**src/rtl/core/plmf_pkg.sv**
```systemverilog
package plmf_pkg;

   localparam int unsigned CsrAddrWidth = 5;
   localparam int unsigned CsrDataWidth = 32;

   typedef enum logic [2:0] {
      CSR_PHY_ADDRESS       = 3'd0,
      CSR_SPEED_REG_ADDRESS = 3'd1,
      CSR_SPEED_DUPLEX_MASK = 3'd2,
      CSR_CODE_10_FULL      = 3'd3,
      CSR_CODE_100_FULL     = 3'd4,
      CSR_CODE_100_HALF     = 3'd5,
      CSR_CODE_10_HALF      = 3'd6,
      CSR_UNUSED            = 3'd7
   } csr_index_type;

   typedef enum logic [1:0] {
      EVT_START   = 2'd0,
      EVT_STOP    = 2'd1,
      EVT_ADVANCE = 2'd2,
      EVT_NONE    = 2'd3
   } event_type;

   typedef enum logic [1:0] {
      OP_NONE  = 2'd0,
      OP_WRITE = 2'd1,
      OP_READ  = 2'd2,
      OP_RSVD  = 2'd3
   } mdio_op_type;

   localparam logic [4:0]  RegBmcr       = 5'd0;
   localparam logic [4:0]  RegBmsr       = 5'd1;
   localparam logic [4:0]  RegAnar       = 5'd4;
   localparam logic [15:0] BmcrReset     = 16'h8000;
   localparam logic [15:0] BmcrAnRestart = 16'h1200;
   localparam logic [15:0] AnarAll       = 16'h01E1;
   localparam int unsigned BmsrLinkBit   = 2;

   localparam logic [4:0]  RstPhyAddress     = 5'd0;
   localparam logic [4:0]  RstSpeedRegAddress = 5'd30;
   localparam logic [15:0] RstSpeedDuplexMask = 16'd7;
   localparam logic [15:0] RstCode10Full     = 16'd5;
   localparam logic [15:0] RstCode100Full    = 16'd6;
   localparam logic [15:0] RstCode100Half    = 16'd2;
   localparam logic [15:0] RstCode10Half     = 16'd1;

   typedef struct packed {
      logic [1:0]  mode;
      logic [15:0] read_data;
   } req_item_type;

   typedef struct packed {
      logic [1:0]  mdio_op;
      logic [4:0]  mdio_phy;
      logic [4:0]  mdio_reg;
      logic [15:0] mdio_wdata;
      logic        rx_activate;
      logic        arm_poll;
      logic        cancel_poll;
      logic        mac_update;
      logic        link_is_up;
      logic        speed_is_100;
      logic        duplex_is_full;
      logic [2:0]  fsm_state;
   } rsp_item_type;

endpackage

```
**src/rtl/core/phy_link_management_fsm.sv**
```systemverilog
// Channel  | Direction | Handshake            | Payload
// req      | in        | req_valid/req_stall  | req_item (mode, read_data)
// rsp      | out       | rsp_valid/rsp_stall  | rsp_item (access, pulses, status)
// csr      | in/out    | psel/penable/pready  | paddr, pwdata, prdata
//
// One item per cycle unless stalled: the next state and result are computed
// combinationally from the accepted item and the state registers; the result
// is registered in the output register, or in the skid register if it is held.
// A skid register behind the output register absorbs one more item, so
// req_stall rises only when both are full.
// Synchronous reset clears the state, the flags, the valid bits and the
// configuration registers to their default values.
module phy_link_management_fsm (
   input  logic                                 clock,
   input  logic                                 reset,
   input  logic                                 req_valid,
   output logic                                 req_stall,
   input  plmf_pkg::req_item_type               req_item,
   output logic                                 rsp_valid,
   input  logic                                 rsp_stall,
   output plmf_pkg::rsp_item_type               rsp_item,
   input  logic                                 psel,
   input  logic                                 penable,
   input  logic                                 pwrite,
   input  logic [plmf_pkg::CsrAddrWidth-1:0]    paddr,
   input  logic [plmf_pkg::CsrDataWidth-1:0]    pwdata,
   output logic [plmf_pkg::CsrDataWidth-1:0]    prdata,
   output logic                                 pready
);

   typedef enum logic [2:0] {
      ST_INITIAL = 3'd0,
      ST_RESET   = 3'd1,
      ST_AUTONEG = 3'd2,
      ST_RESTART = 3'd3,
      ST_STATUS  = 3'd4,
      ST_DUPLEX  = 3'd5,
      ST_WAIT    = 3'd6,
      ST_CLOSING = 3'd7
   } state_type;

   state_type state_ff, state_in;
   logic enabled_ff, enabled_in;
   logic link_ff, link_in;
   logic speed_ff, speed_in;
   logic duplex_ff, duplex_in;

   logic [4:0]  phy_address_ff;
   logic [4:0]  speed_reg_address_ff;
   logic [15:0] speed_duplex_mask_ff;
   logic [15:0] code_10_full_ff;
   logic [15:0] code_100_full_ff;
   logic [15:0] code_100_half_ff;
   logic [15:0] code_10_half_ff;

   plmf_pkg::rsp_item_type out_ff, out_in, skid_ff, skid_in;
   logic out_valid_ff, out_valid_in, skid_valid_ff, skid_valid_in;

   plmf_pkg::rsp_item_type result;
   plmf_pkg::csr_index_type csr_index;
   logic accept, take, csr_write;
   logic [15:0] code;
   logic sp, fd, up;

   assign accept    = req_valid && !skid_valid_ff;
   assign take      = out_valid_ff && !rsp_stall;
   assign req_stall = skid_valid_ff;
   assign rsp_valid = out_valid_ff;
   assign rsp_item  = out_ff;
   assign pready    = 1'b1;
   assign csr_index = plmf_pkg::csr_index_type'(paddr[4:2]);
   assign csr_write = psel && penable && pwrite && pready;

   always_comb begin
      unique case (csr_index)
         plmf_pkg::CSR_PHY_ADDRESS:       prdata = {27'd0, phy_address_ff};
         plmf_pkg::CSR_SPEED_REG_ADDRESS: prdata = {27'd0, speed_reg_address_ff};
         plmf_pkg::CSR_SPEED_DUPLEX_MASK: prdata = {16'd0, speed_duplex_mask_ff};
         plmf_pkg::CSR_CODE_10_FULL:      prdata = {16'd0, code_10_full_ff};
         plmf_pkg::CSR_CODE_100_FULL:     prdata = {16'd0, code_100_full_ff};
         plmf_pkg::CSR_CODE_100_HALF:     prdata = {16'd0, code_100_half_ff};
         plmf_pkg::CSR_CODE_10_HALF:      prdata = {16'd0, code_10_half_ff};
         default:                         prdata = '0;
      endcase
   end

   always_ff @(posedge clock) begin
      if (reset) begin
         phy_address_ff       <= plmf_pkg::RstPhyAddress;
         speed_reg_address_ff <= plmf_pkg::RstSpeedRegAddress;
         speed_duplex_mask_ff <= plmf_pkg::RstSpeedDuplexMask;
         code_10_full_ff      <= plmf_pkg::RstCode10Full;
         code_100_full_ff     <= plmf_pkg::RstCode100Full;
         code_100_half_ff     <= plmf_pkg::RstCode100Half;
         code_10_half_ff      <= plmf_pkg::RstCode10Half;
      end else if (csr_write) begin
         unique case (csr_index)
            plmf_pkg::CSR_PHY_ADDRESS:       phy_address_ff       <= pwdata[4:0];
            plmf_pkg::CSR_SPEED_REG_ADDRESS: speed_reg_address_ff <= pwdata[4:0];
            plmf_pkg::CSR_SPEED_DUPLEX_MASK: speed_duplex_mask_ff <= pwdata[15:0];
            plmf_pkg::CSR_CODE_10_FULL:      code_10_full_ff      <= pwdata[15:0];
            plmf_pkg::CSR_CODE_100_FULL:     code_100_full_ff     <= pwdata[15:0];
            plmf_pkg::CSR_CODE_100_HALF:     code_100_half_ff     <= pwdata[15:0];
            plmf_pkg::CSR_CODE_10_HALF:      code_10_half_ff      <= pwdata[15:0];
            default: ;
         endcase
      end
   end

   // decode vendor speed/duplex code, first match wins
   always_comb begin
      code = req_item.read_data & speed_duplex_mask_ff;
      priority if (code == code_10_full_ff) begin
         sp = 1'b0; fd = 1'b1;
      end else if (code == code_100_full_ff) begin
         sp = 1'b1; fd = 1'b1;
      end else if (code == code_100_half_ff) begin
         sp = 1'b1; fd = 1'b0;
      end else if (code == code_10_half_ff) begin
         sp = 1'b0; fd = 1'b0;
      end else begin
         sp = 1'b1; fd = 1'b1;
      end
   end

   assign up = req_item.read_data[plmf_pkg::BmsrLinkBit];

   always_comb begin
      state_in   = state_ff;
      enabled_in = enabled_ff;
      link_in    = link_ff;
      speed_in   = speed_ff;
      duplex_in  = duplex_ff;
      result     = '0;
      unique case (plmf_pkg::event_type'(req_item.mode))
         plmf_pkg::EVT_START: begin
            enabled_in = 1'b1;
            if (state_ff == ST_INITIAL) begin
               result.rx_activate = 1'b1;
               result.mdio_op     = plmf_pkg::OP_WRITE;
               result.mdio_reg    = plmf_pkg::RegBmcr;
               result.mdio_wdata  = plmf_pkg::BmcrReset;
               state_in           = ST_RESET;
            end
         end
         plmf_pkg::EVT_STOP: begin
            enabled_in = 1'b0;
            if (state_ff == ST_WAIT) begin
               result.cancel_poll = 1'b1;
               state_in           = ST_INITIAL;
            end else if (state_ff != ST_CLOSING) begin
               state_in = ST_CLOSING;
            end
         end
         plmf_pkg::EVT_ADVANCE: begin
            unique case (state_ff)
               ST_CLOSING: begin
                  if (enabled_ff) begin
                     result.mdio_op    = plmf_pkg::OP_WRITE;
                     result.mdio_reg   = plmf_pkg::RegBmcr;
                     result.mdio_wdata = plmf_pkg::BmcrReset;
                     state_in          = ST_RESET;
                  end else begin
                     state_in = ST_INITIAL;
                  end
               end
               ST_RESET: begin
                  result.mdio_op    = plmf_pkg::OP_WRITE;
                  result.mdio_reg   = plmf_pkg::RegAnar;
                  result.mdio_wdata = plmf_pkg::AnarAll;
                  state_in          = ST_AUTONEG;
               end
               ST_AUTONEG: begin
                  result.mdio_op    = plmf_pkg::OP_WRITE;
                  result.mdio_reg   = plmf_pkg::RegBmcr;
                  result.mdio_wdata = plmf_pkg::BmcrAnRestart;
                  state_in          = ST_RESTART;
               end
               ST_WAIT, ST_RESTART: begin
                  result.mdio_op  = plmf_pkg::OP_READ;
                  result.mdio_reg = plmf_pkg::RegBmsr;
                  state_in        = ST_STATUS;
               end
               ST_STATUS: begin
                  if (up && !link_ff) begin
                     result.mdio_op  = plmf_pkg::OP_READ;
                     result.mdio_reg = speed_reg_address_ff;
                     link_in         = 1'b1;
                     state_in        = ST_DUPLEX;
                  end else begin
                     link_in         = up;
                     result.arm_poll = 1'b1;
                     state_in        = ST_WAIT;
                  end
               end
               ST_DUPLEX: begin
                  if (sp != speed_ff || fd != duplex_ff) begin
                     speed_in          = sp;
                     duplex_in         = fd;
                     result.mac_update = 1'b1;
                  end
                  result.arm_poll = 1'b1;
                  state_in        = ST_WAIT;
               end
               default: ;
            endcase
         end
         default: ;
      endcase
      if (result.mdio_op != plmf_pkg::OP_NONE) begin
         result.mdio_phy = phy_address_ff;
      end
      result.link_is_up     = link_in;
      result.speed_is_100   = speed_in;
      result.duplex_is_full = duplex_in;
      result.fsm_state      = state_in;
   end

   always_comb begin
      out_in        = out_ff;
      out_valid_in  = out_valid_ff;
      skid_in       = skid_ff;
      skid_valid_in = skid_valid_ff;
      if (!out_valid_ff || take) begin
         if (skid_valid_ff) begin
            out_in        = skid_ff;
            out_valid_in  = 1'b1;
            skid_valid_in = 1'b0;
         end else begin
            out_in       = result;
            out_valid_in = accept;
         end
      end else if (accept) begin
         skid_in       = result;
         skid_valid_in = 1'b1;
      end
   end

   always_ff @(posedge clock) begin
      out_ff  <= out_in;
      skid_ff <= skid_in;
      if (reset) begin
         state_ff      <= ST_INITIAL;
         enabled_ff    <= 1'b0;
         link_ff       <= 1'b0;
         speed_ff      <= 1'b1;
         duplex_ff     <= 1'b1;
         out_valid_ff  <= 1'b0;
         skid_valid_ff <= 1'b0;
      end else begin
         out_valid_ff  <= out_valid_in;
         skid_valid_ff <= skid_valid_in;
         if (accept) begin
            state_ff   <= state_in;
            enabled_ff <= enabled_in;
            link_ff    <= link_in;
            speed_ff   <= speed_in;
            duplex_ff  <= duplex_in;
         end
      end
   end

`ifndef NO_ASSERTIONS
   a_skid_behind_out: assert property (@(posedge clock) disable iff (reset)
      skid_valid_ff |-> out_valid_ff)
      else $error("skid register holds an item while output register is empty");

   a_accept_lands: assert property (@(posedge clock) disable iff (reset)
      (req_valid && !req_stall) |=> out_valid_ff)
      else $error("accepted item did not reach the output register");

   a_idle_access_clear: assert property (@(posedge clock) disable iff (reset)
      (out_valid_ff && out_ff.mdio_op == plmf_pkg::OP_NONE) |->
      (out_ff.mdio_phy == 5'd0 && out_ff.mdio_reg == 5'd0 && out_ff.mdio_wdata == 16'd0))
      else $error("access fields set without an access");

   a_poll_exclusive: assert property (@(posedge clock) disable iff (reset)
      out_valid_ff |-> !(out_ff.arm_poll && out_ff.cancel_poll))
      else $error("poll timer armed and canceled together");

   a_state_matches: assert property (@(posedge clock) disable iff (reset)
      (req_valid && !req_stall) |=> (state_ff == state_type'($past(result.fsm_state))))
      else $error("stored state differs from reported state");
`endif

endmodule
```
**config.mk**
```make
export PLATFORM = sky130hd
export DESIGN_NAME = phy_link_management_fsm
export DESIGN_NICKNAME = d
export VERILOG_FILES = /design/src/rtl/core/plmf_pkg.sv /design/src/rtl/core/phy_link_management_fsm.sv
export SDC_FILE = /design/constraint.sdc
export NUM_CORES = 1
export LEC_CHECK = 0
export BUFFER_PORTS_ARGS = -buffer_cell sky130_fd_sc_hd__buf_2
export CORE_UTILIZATION = 50
export DETAILED_ROUTE_END_ITERATION = 10
export HOLD_SLACK_MARGIN = 0.08
export PLACE_DENSITY_LB_ADDON = 0.3
export SLEW_MARGIN = 40
export SYNTH_ARGS = -nofsm -noshare
export SYNTH_HDL_FRONTEND = slang
export SYNTH_SLANG_ARGS = --single-unit
```
**constraint.sdc**
```tcl
create_clock -name clock -period 11.05 [get_ports clock]
set_input_delay 3.315 -clock clock [delete_from_list [all_inputs] [get_ports clock]]
set_output_delay 3.315 -clock clock [all_outputs]
set_load 0.1 [all_outputs]
```
# After elaboration in Yosys (flattened, before gate mapping)
# Index checks and enable logic that the tools add are counted.
[totals] reg_bits=175 input_bits=62 out_inout_bits=73 elab_cells=138
[classes] eq_ne=22 muxes=48 n_bitwise=2 reduce_logical=28
[op_table] cell="case mux 16 bit (7 select lines)" n=1
[op_table] cell="equality test 16 bit" n=4
[op_table] cell="case mux 16 bit (3 select lines)" n=1
[op_table] cell="case mux 21 bit (2 select lines)" n=1
[op_table] cell="two-way mux 38 bit" n=1
[op_table] cell="two-way mux 1 bit" n=28
[op_table] cell="equality test 3 bit (second input constant)" n=7
[op_table] cell="case mux 5 bit (4 select lines)" n=1
[op_table] cell="case mux 3 bit (6 select lines)" n=1
[op_table] cell="AND reduction 2 bit" n=9
[op_table] cell="two-way mux 17 bit" n=1
[op_table] cell="AND 16 bit" n=1
[op_table] cell="two-way mux 16 bit" n=1
[op_table] cell="equality test 3 x 2 -> 1 bit (second input constant)" n=4
[op_table] cell="two-way mux 5 bit" n=2
[op_table] cell="two-way mux 3 bit" n=3
[op_table] cell="case mux 3 bit (3 select lines)" n=1
[op_table] cell="case mux 2 bit (4 select lines)" n=1
[op_table] cell="equality test 3 x 1 -> 1 bit (second input constant)" n=2
[op_table] cell="logical NOT 3 bit" n=2
[op_table] cell="OR reduction 2 bit" n=3
[op_table] cell="logical AND 1 bit" n=5
[op_table] cell="logical NOT 1 bit" n=4
[op_table] cell="two-way mux 2 bit" n=2
[op_table] cell="10 further kinds" n=14

# Logic depth before layout (Yosys ltp)
[depth] depth_word=12 mapped_depth=8 ltp_nobuf=7

# Worst setup path before layout
# No wires, ideal clock.
[synth_timing] path_type="input port to output port" from="in paddr[2] (netlist bit)" to="out prdata[0] (netlist bit)" arrival_time_ns=6.457 required_time_ns=7.735 slack_ns=1.278 cell_stages=6 path_buffers=2 cell_sequence="buf_1 clkbuf_1 mux2i_1 nor2_1 a21oi_1 o21ai_0"
[synth_between] elab_chain_len=2 word_cells_on_any_way=8 cone_classes="eq/ne: 6; mux: 1; reduce/logical: 1"
[synth_rtl] element="start: declaration" line="phy_link_management_fsm.sv:25" text="input logic [plmf_pkg::CsrAddrWidth-1:0] paddr,"
[synth_rtl] element="equality test 3 bit, or another cell as far along" line="phy_link_management_fsm.sv:75" text="unique case (csr_index)"
[synth_rtl] element="case mux 16 bit (7 select lines) *" line="phy_link_management_fsm.sv:75"
[synth_rtl] element="end: declaration" line="phy_link_management_fsm.sv:27" text="output logic [plmf_pkg::CsrDataWidth-1:0] prdata,"
# Every way passes the cells marked *; elsewhere a longest branch is shown, timed or not.

# Worst setup path in the final report
[layout_timing] from="in paddr[2] (netlist bit)" to="out prdata[2] (netlist bit)"
# Same word-level chain as after synthesis.

==> impl_metrics.yaml <==
pwr:
  power.density_nw_per_um2: 162
  vdd_drop_max_mv: 0.127
  p_leak_nw: 3.32
clocking:
  cts_buffers: 17
  hold_buffers: 0
  clk_latency_ns: 0.43
  cts_buffer_depth: 2
  clk_root_buffer_cell: "clkbuf_16"
  cts_setup_buffers: 0
  cts_tree: "built"
  htree_levels: 4
  clock-sinks: 149
  path_clk_slew_ns: 0.06
  cts_resized: 0
route:
  vias: 6162
  firstDrtPassIters: 7
  routed_wl_um: 19100
  vias_per_cell: 5.59
  routedWlPerCell_um: 17.3
  drcViolationCount: 0
  antenna_left: 0
  drt_iter0_markers: 758
placement:
  place_hpwl_um: 12600
  place_area_um2: 7950
  gp_congestion: 0.880
  port_buffers: 91
finish:
  register_area_um2: 3480
  fin_area_um2: 8540
  antenna_cells: 0
  multiInputGateArea_um2: 3670
  syn_to_final_growth_pct: 13.9
  n_fill_cell: 1288
  drive_gt1_frac: 0.185
  layout.nets: 967
sta:
  finalCritPeriodShare: 0.783
  max_slew.worst_pin.slew_ns: 0.839
  whs_ns: 0.473
  setup-violations-final: 0
  final-hold-violation-count: 0
  timing.fmax_ghz: 0.116
  final-max-slew-violation-count: 0
  post-route-min-period_ns: 8.66
  clock_skew_ns: 0.00997
  slew_headroom: 0.441
  finalSetupTns_ns: 0
  rsz0062_at_grt: "false"
synthesis:
  synthArstFlopShare: 0
  synth_edf_count: 50
  postSynthCellCount: 842
  synth_top_area_frac: 0.264
  synth_area_um2: 7500
  yosysMostFrequentCell: "nand2_1"
  yosys-top-cells-area: "dfxtp_1 (26%), edfxtp_1 (20%), nand2_1 (9.9%)"
  synth-main-ff-cell: "dfxtp_1"
  synth_cell_type_count: 50
  synth_commonest_cells: "nand2_1 (197), dfxtp_1 (99), a21oi_1 (90)"
  yosysSeqAreaShare: 0.465
  ys_ff_latch: 149
  synth.largest_area_cell: "dfxtp_1"
  yosysWarnings: 0
  synth_area_per_cell_um2: 8.90
grt:
  grt_max_degree: 93
  top_usage_layer: "met2"
  met3_usage: 0.0550
  grt_pass1_wl_um: 30500
  antenna_found_initial: 0
  grt_use_met2: 0.412
  grt_overflow_total: 0
  grt_use_total: 0.253
  global_route.usage.met1: 0.317
  grt_pass1_vias: 5752
run:
  drv_cap: 0
critical_path:
  worstSetupPathType: "in2out"
  critPathLaunchType: "input pin"
  endpoint_kind: "primary output"
  crit_required_ns: 7.74
  path_max_fanout: 32
  arrival_ns: 5.34
  rrSetupSlack_ns: 8.51
floorplanning:
  dieArea_um2: 15500
  pin_count: 135
  dieWidth_um: 124
  start_util: 0.514
  die_h_um: 124
  core_area_um2: 14600
  rows: 44
outcome:
  status: "complete, no violations"
worst_hold_path:
  worstHoldPathType: "reg2reg"
[where the power goes]
group,switching [mW],total (mW),internal [mW]
Clock,0.228,0.579,0.352
Combinational,0.176,0.215,0.0387
Sequential,0.00983,0.591,0.581
Total,0.413,1.39,0.972
[layout by cell type (no fill, tap or decap), types with 3 or more instances in the layout]
| cell type | Yosys | routed |
|---|---|---|
| a22o_1 | 14 | 14 |
| o22ai_1 | 6 | 6 |
| buf_2 | 0 | 91 |
| nand2b_1 | 6 | 6 |
| conb_1 | 2 | 25 |
| clkinvlp_4 | 0 | 4 |
| nand3b_1 | 6 | 6 |
| edfxtp_1 | 50 | 50 |
| nor2_2 | 0 | 3 |
| inv_1 | 9 | 9 |
| a31oi_1 | 4 | 4 |
| nor3_1 | 6 | 5 |
| xor2_1 | 23 | 23 |
| a221o_1 | 11 | 11 |
| nor4_1 | 9 | 9 |
| nand2_1 | 197 | 197 |
| bufinv_16 | 0 | 3 |
| o21ai_1 | 3 | 3 |
| mux2_2 | 26 | 26 |
| mux4_2 | 3 | 3 |
| xnor2_1 | 34 | 34 |
| o31ai_1 | 3 | 3 |
| nand4_1 | 10 | 10 |
| o21ai_0 | 10 | 10 |
| a211oi_1 | 3 | 3 |
| nor2_1 | 53 | 49 |
| and2_1 | 10 | 10 |
| nand3_1 | 8 | 8 |
| dfxtp_1 | 99 | 99 |
| and3_1 | 12 | 12 |
| buf_4 | 30 | 7 |
| nor2b_1 | 6 | 6 |
| a21oi_1 | 90 | 90 |
| clkbuf_16 | 0 | 17 |
| a22oi_1 | 3 | 3 |
| mux2i_1 | 26 | 26 |
[metal layers]
| metal | up-vias | part of all wire |
|---|---|---|
| met3 | 41 | 0.060 |
| li1 | 2993 | - |
| met2 | 227 | 0.49 |
| met5 | - | 0 |
| met1 | 2901 | 0.42 |
| met4 | 0 | 0.029 |
[worst max-delay path: stages]
cell,delay [ns]
buf_2,0.37
nor2_2,0.68
a22oi_1,0.19
o22ai_1,0.18
a41o_1,0.16
buf_2,0.44
[through the flow]
step / worst slack (ns) / total power, mW / utilization / std cells
6_report: 2.39 / 1.39 / 0.585 / 1102
5_1_grt: 2.33 / 1.43 / 0.585 / 1102
4_1_cts: 2.41 / 1.39 / 0.585 / 1102
3_5_place_dp: 2.42 / 0.817 / 0.545 / 1070
3_3_place_gp: 2.12 / 0.815 / 0.544 / 1070
2_1_floorplan: 1.28 / 0.785 / - / 865
[flip-flops by register name, indices dropped and copies added (netlist names), 3 cells and up]
signal	count
rsp_item	25
skid_ff	25
code_100_full_ff	16
code_100_half_ff	16
code_10_full_ff	16
code_10_half_ff	16
speed_duplex_mask_ff	16
phy_address_ff	5
speed_reg_address_ff	5
state_ff	3
[kinds of logic (layout without fill, tap and decap cells)]
family          after synthesis  in the layout  share of synthesized area
simple gates                334            334                      0.198
other cells                   2             25                    0.00100
xor+xnor                     57             57                     0.0666
mux                          55             55                     0.0828
compound gates              156            156                      0.127
flops                       149            149                      0.465
buf+inv                      89            142                     0.0596
[final timing paths]
path | startpoint | cells past startpoint | endpoint
hold reg to reg | speed_duplex_mask_ff[6] | 2 | speed_duplex_mask_ff[6]
hold / removal | speed_duplex_mask_ff[6] | 2 | speed_duplex_mask_ff[6]
setup / recovery | paddr[2] | 6 | prdata[2]
setup reg to reg | speed_duplex_mask_ff[9] | 7 | rsp_item[4]
[area by class of cell]
type / count / area share
sequential: 149 / 0.408
timing repair buffer: 99 / 0.0608
clock inverter: 14 / 0.0189
tap: 184 / 0.0270
clock buffer: 18 / 0.0503
multi-input combinational: 627 / 0.430
inverter: 11 / 0.00484
Power figures use the tool's default switching activity.
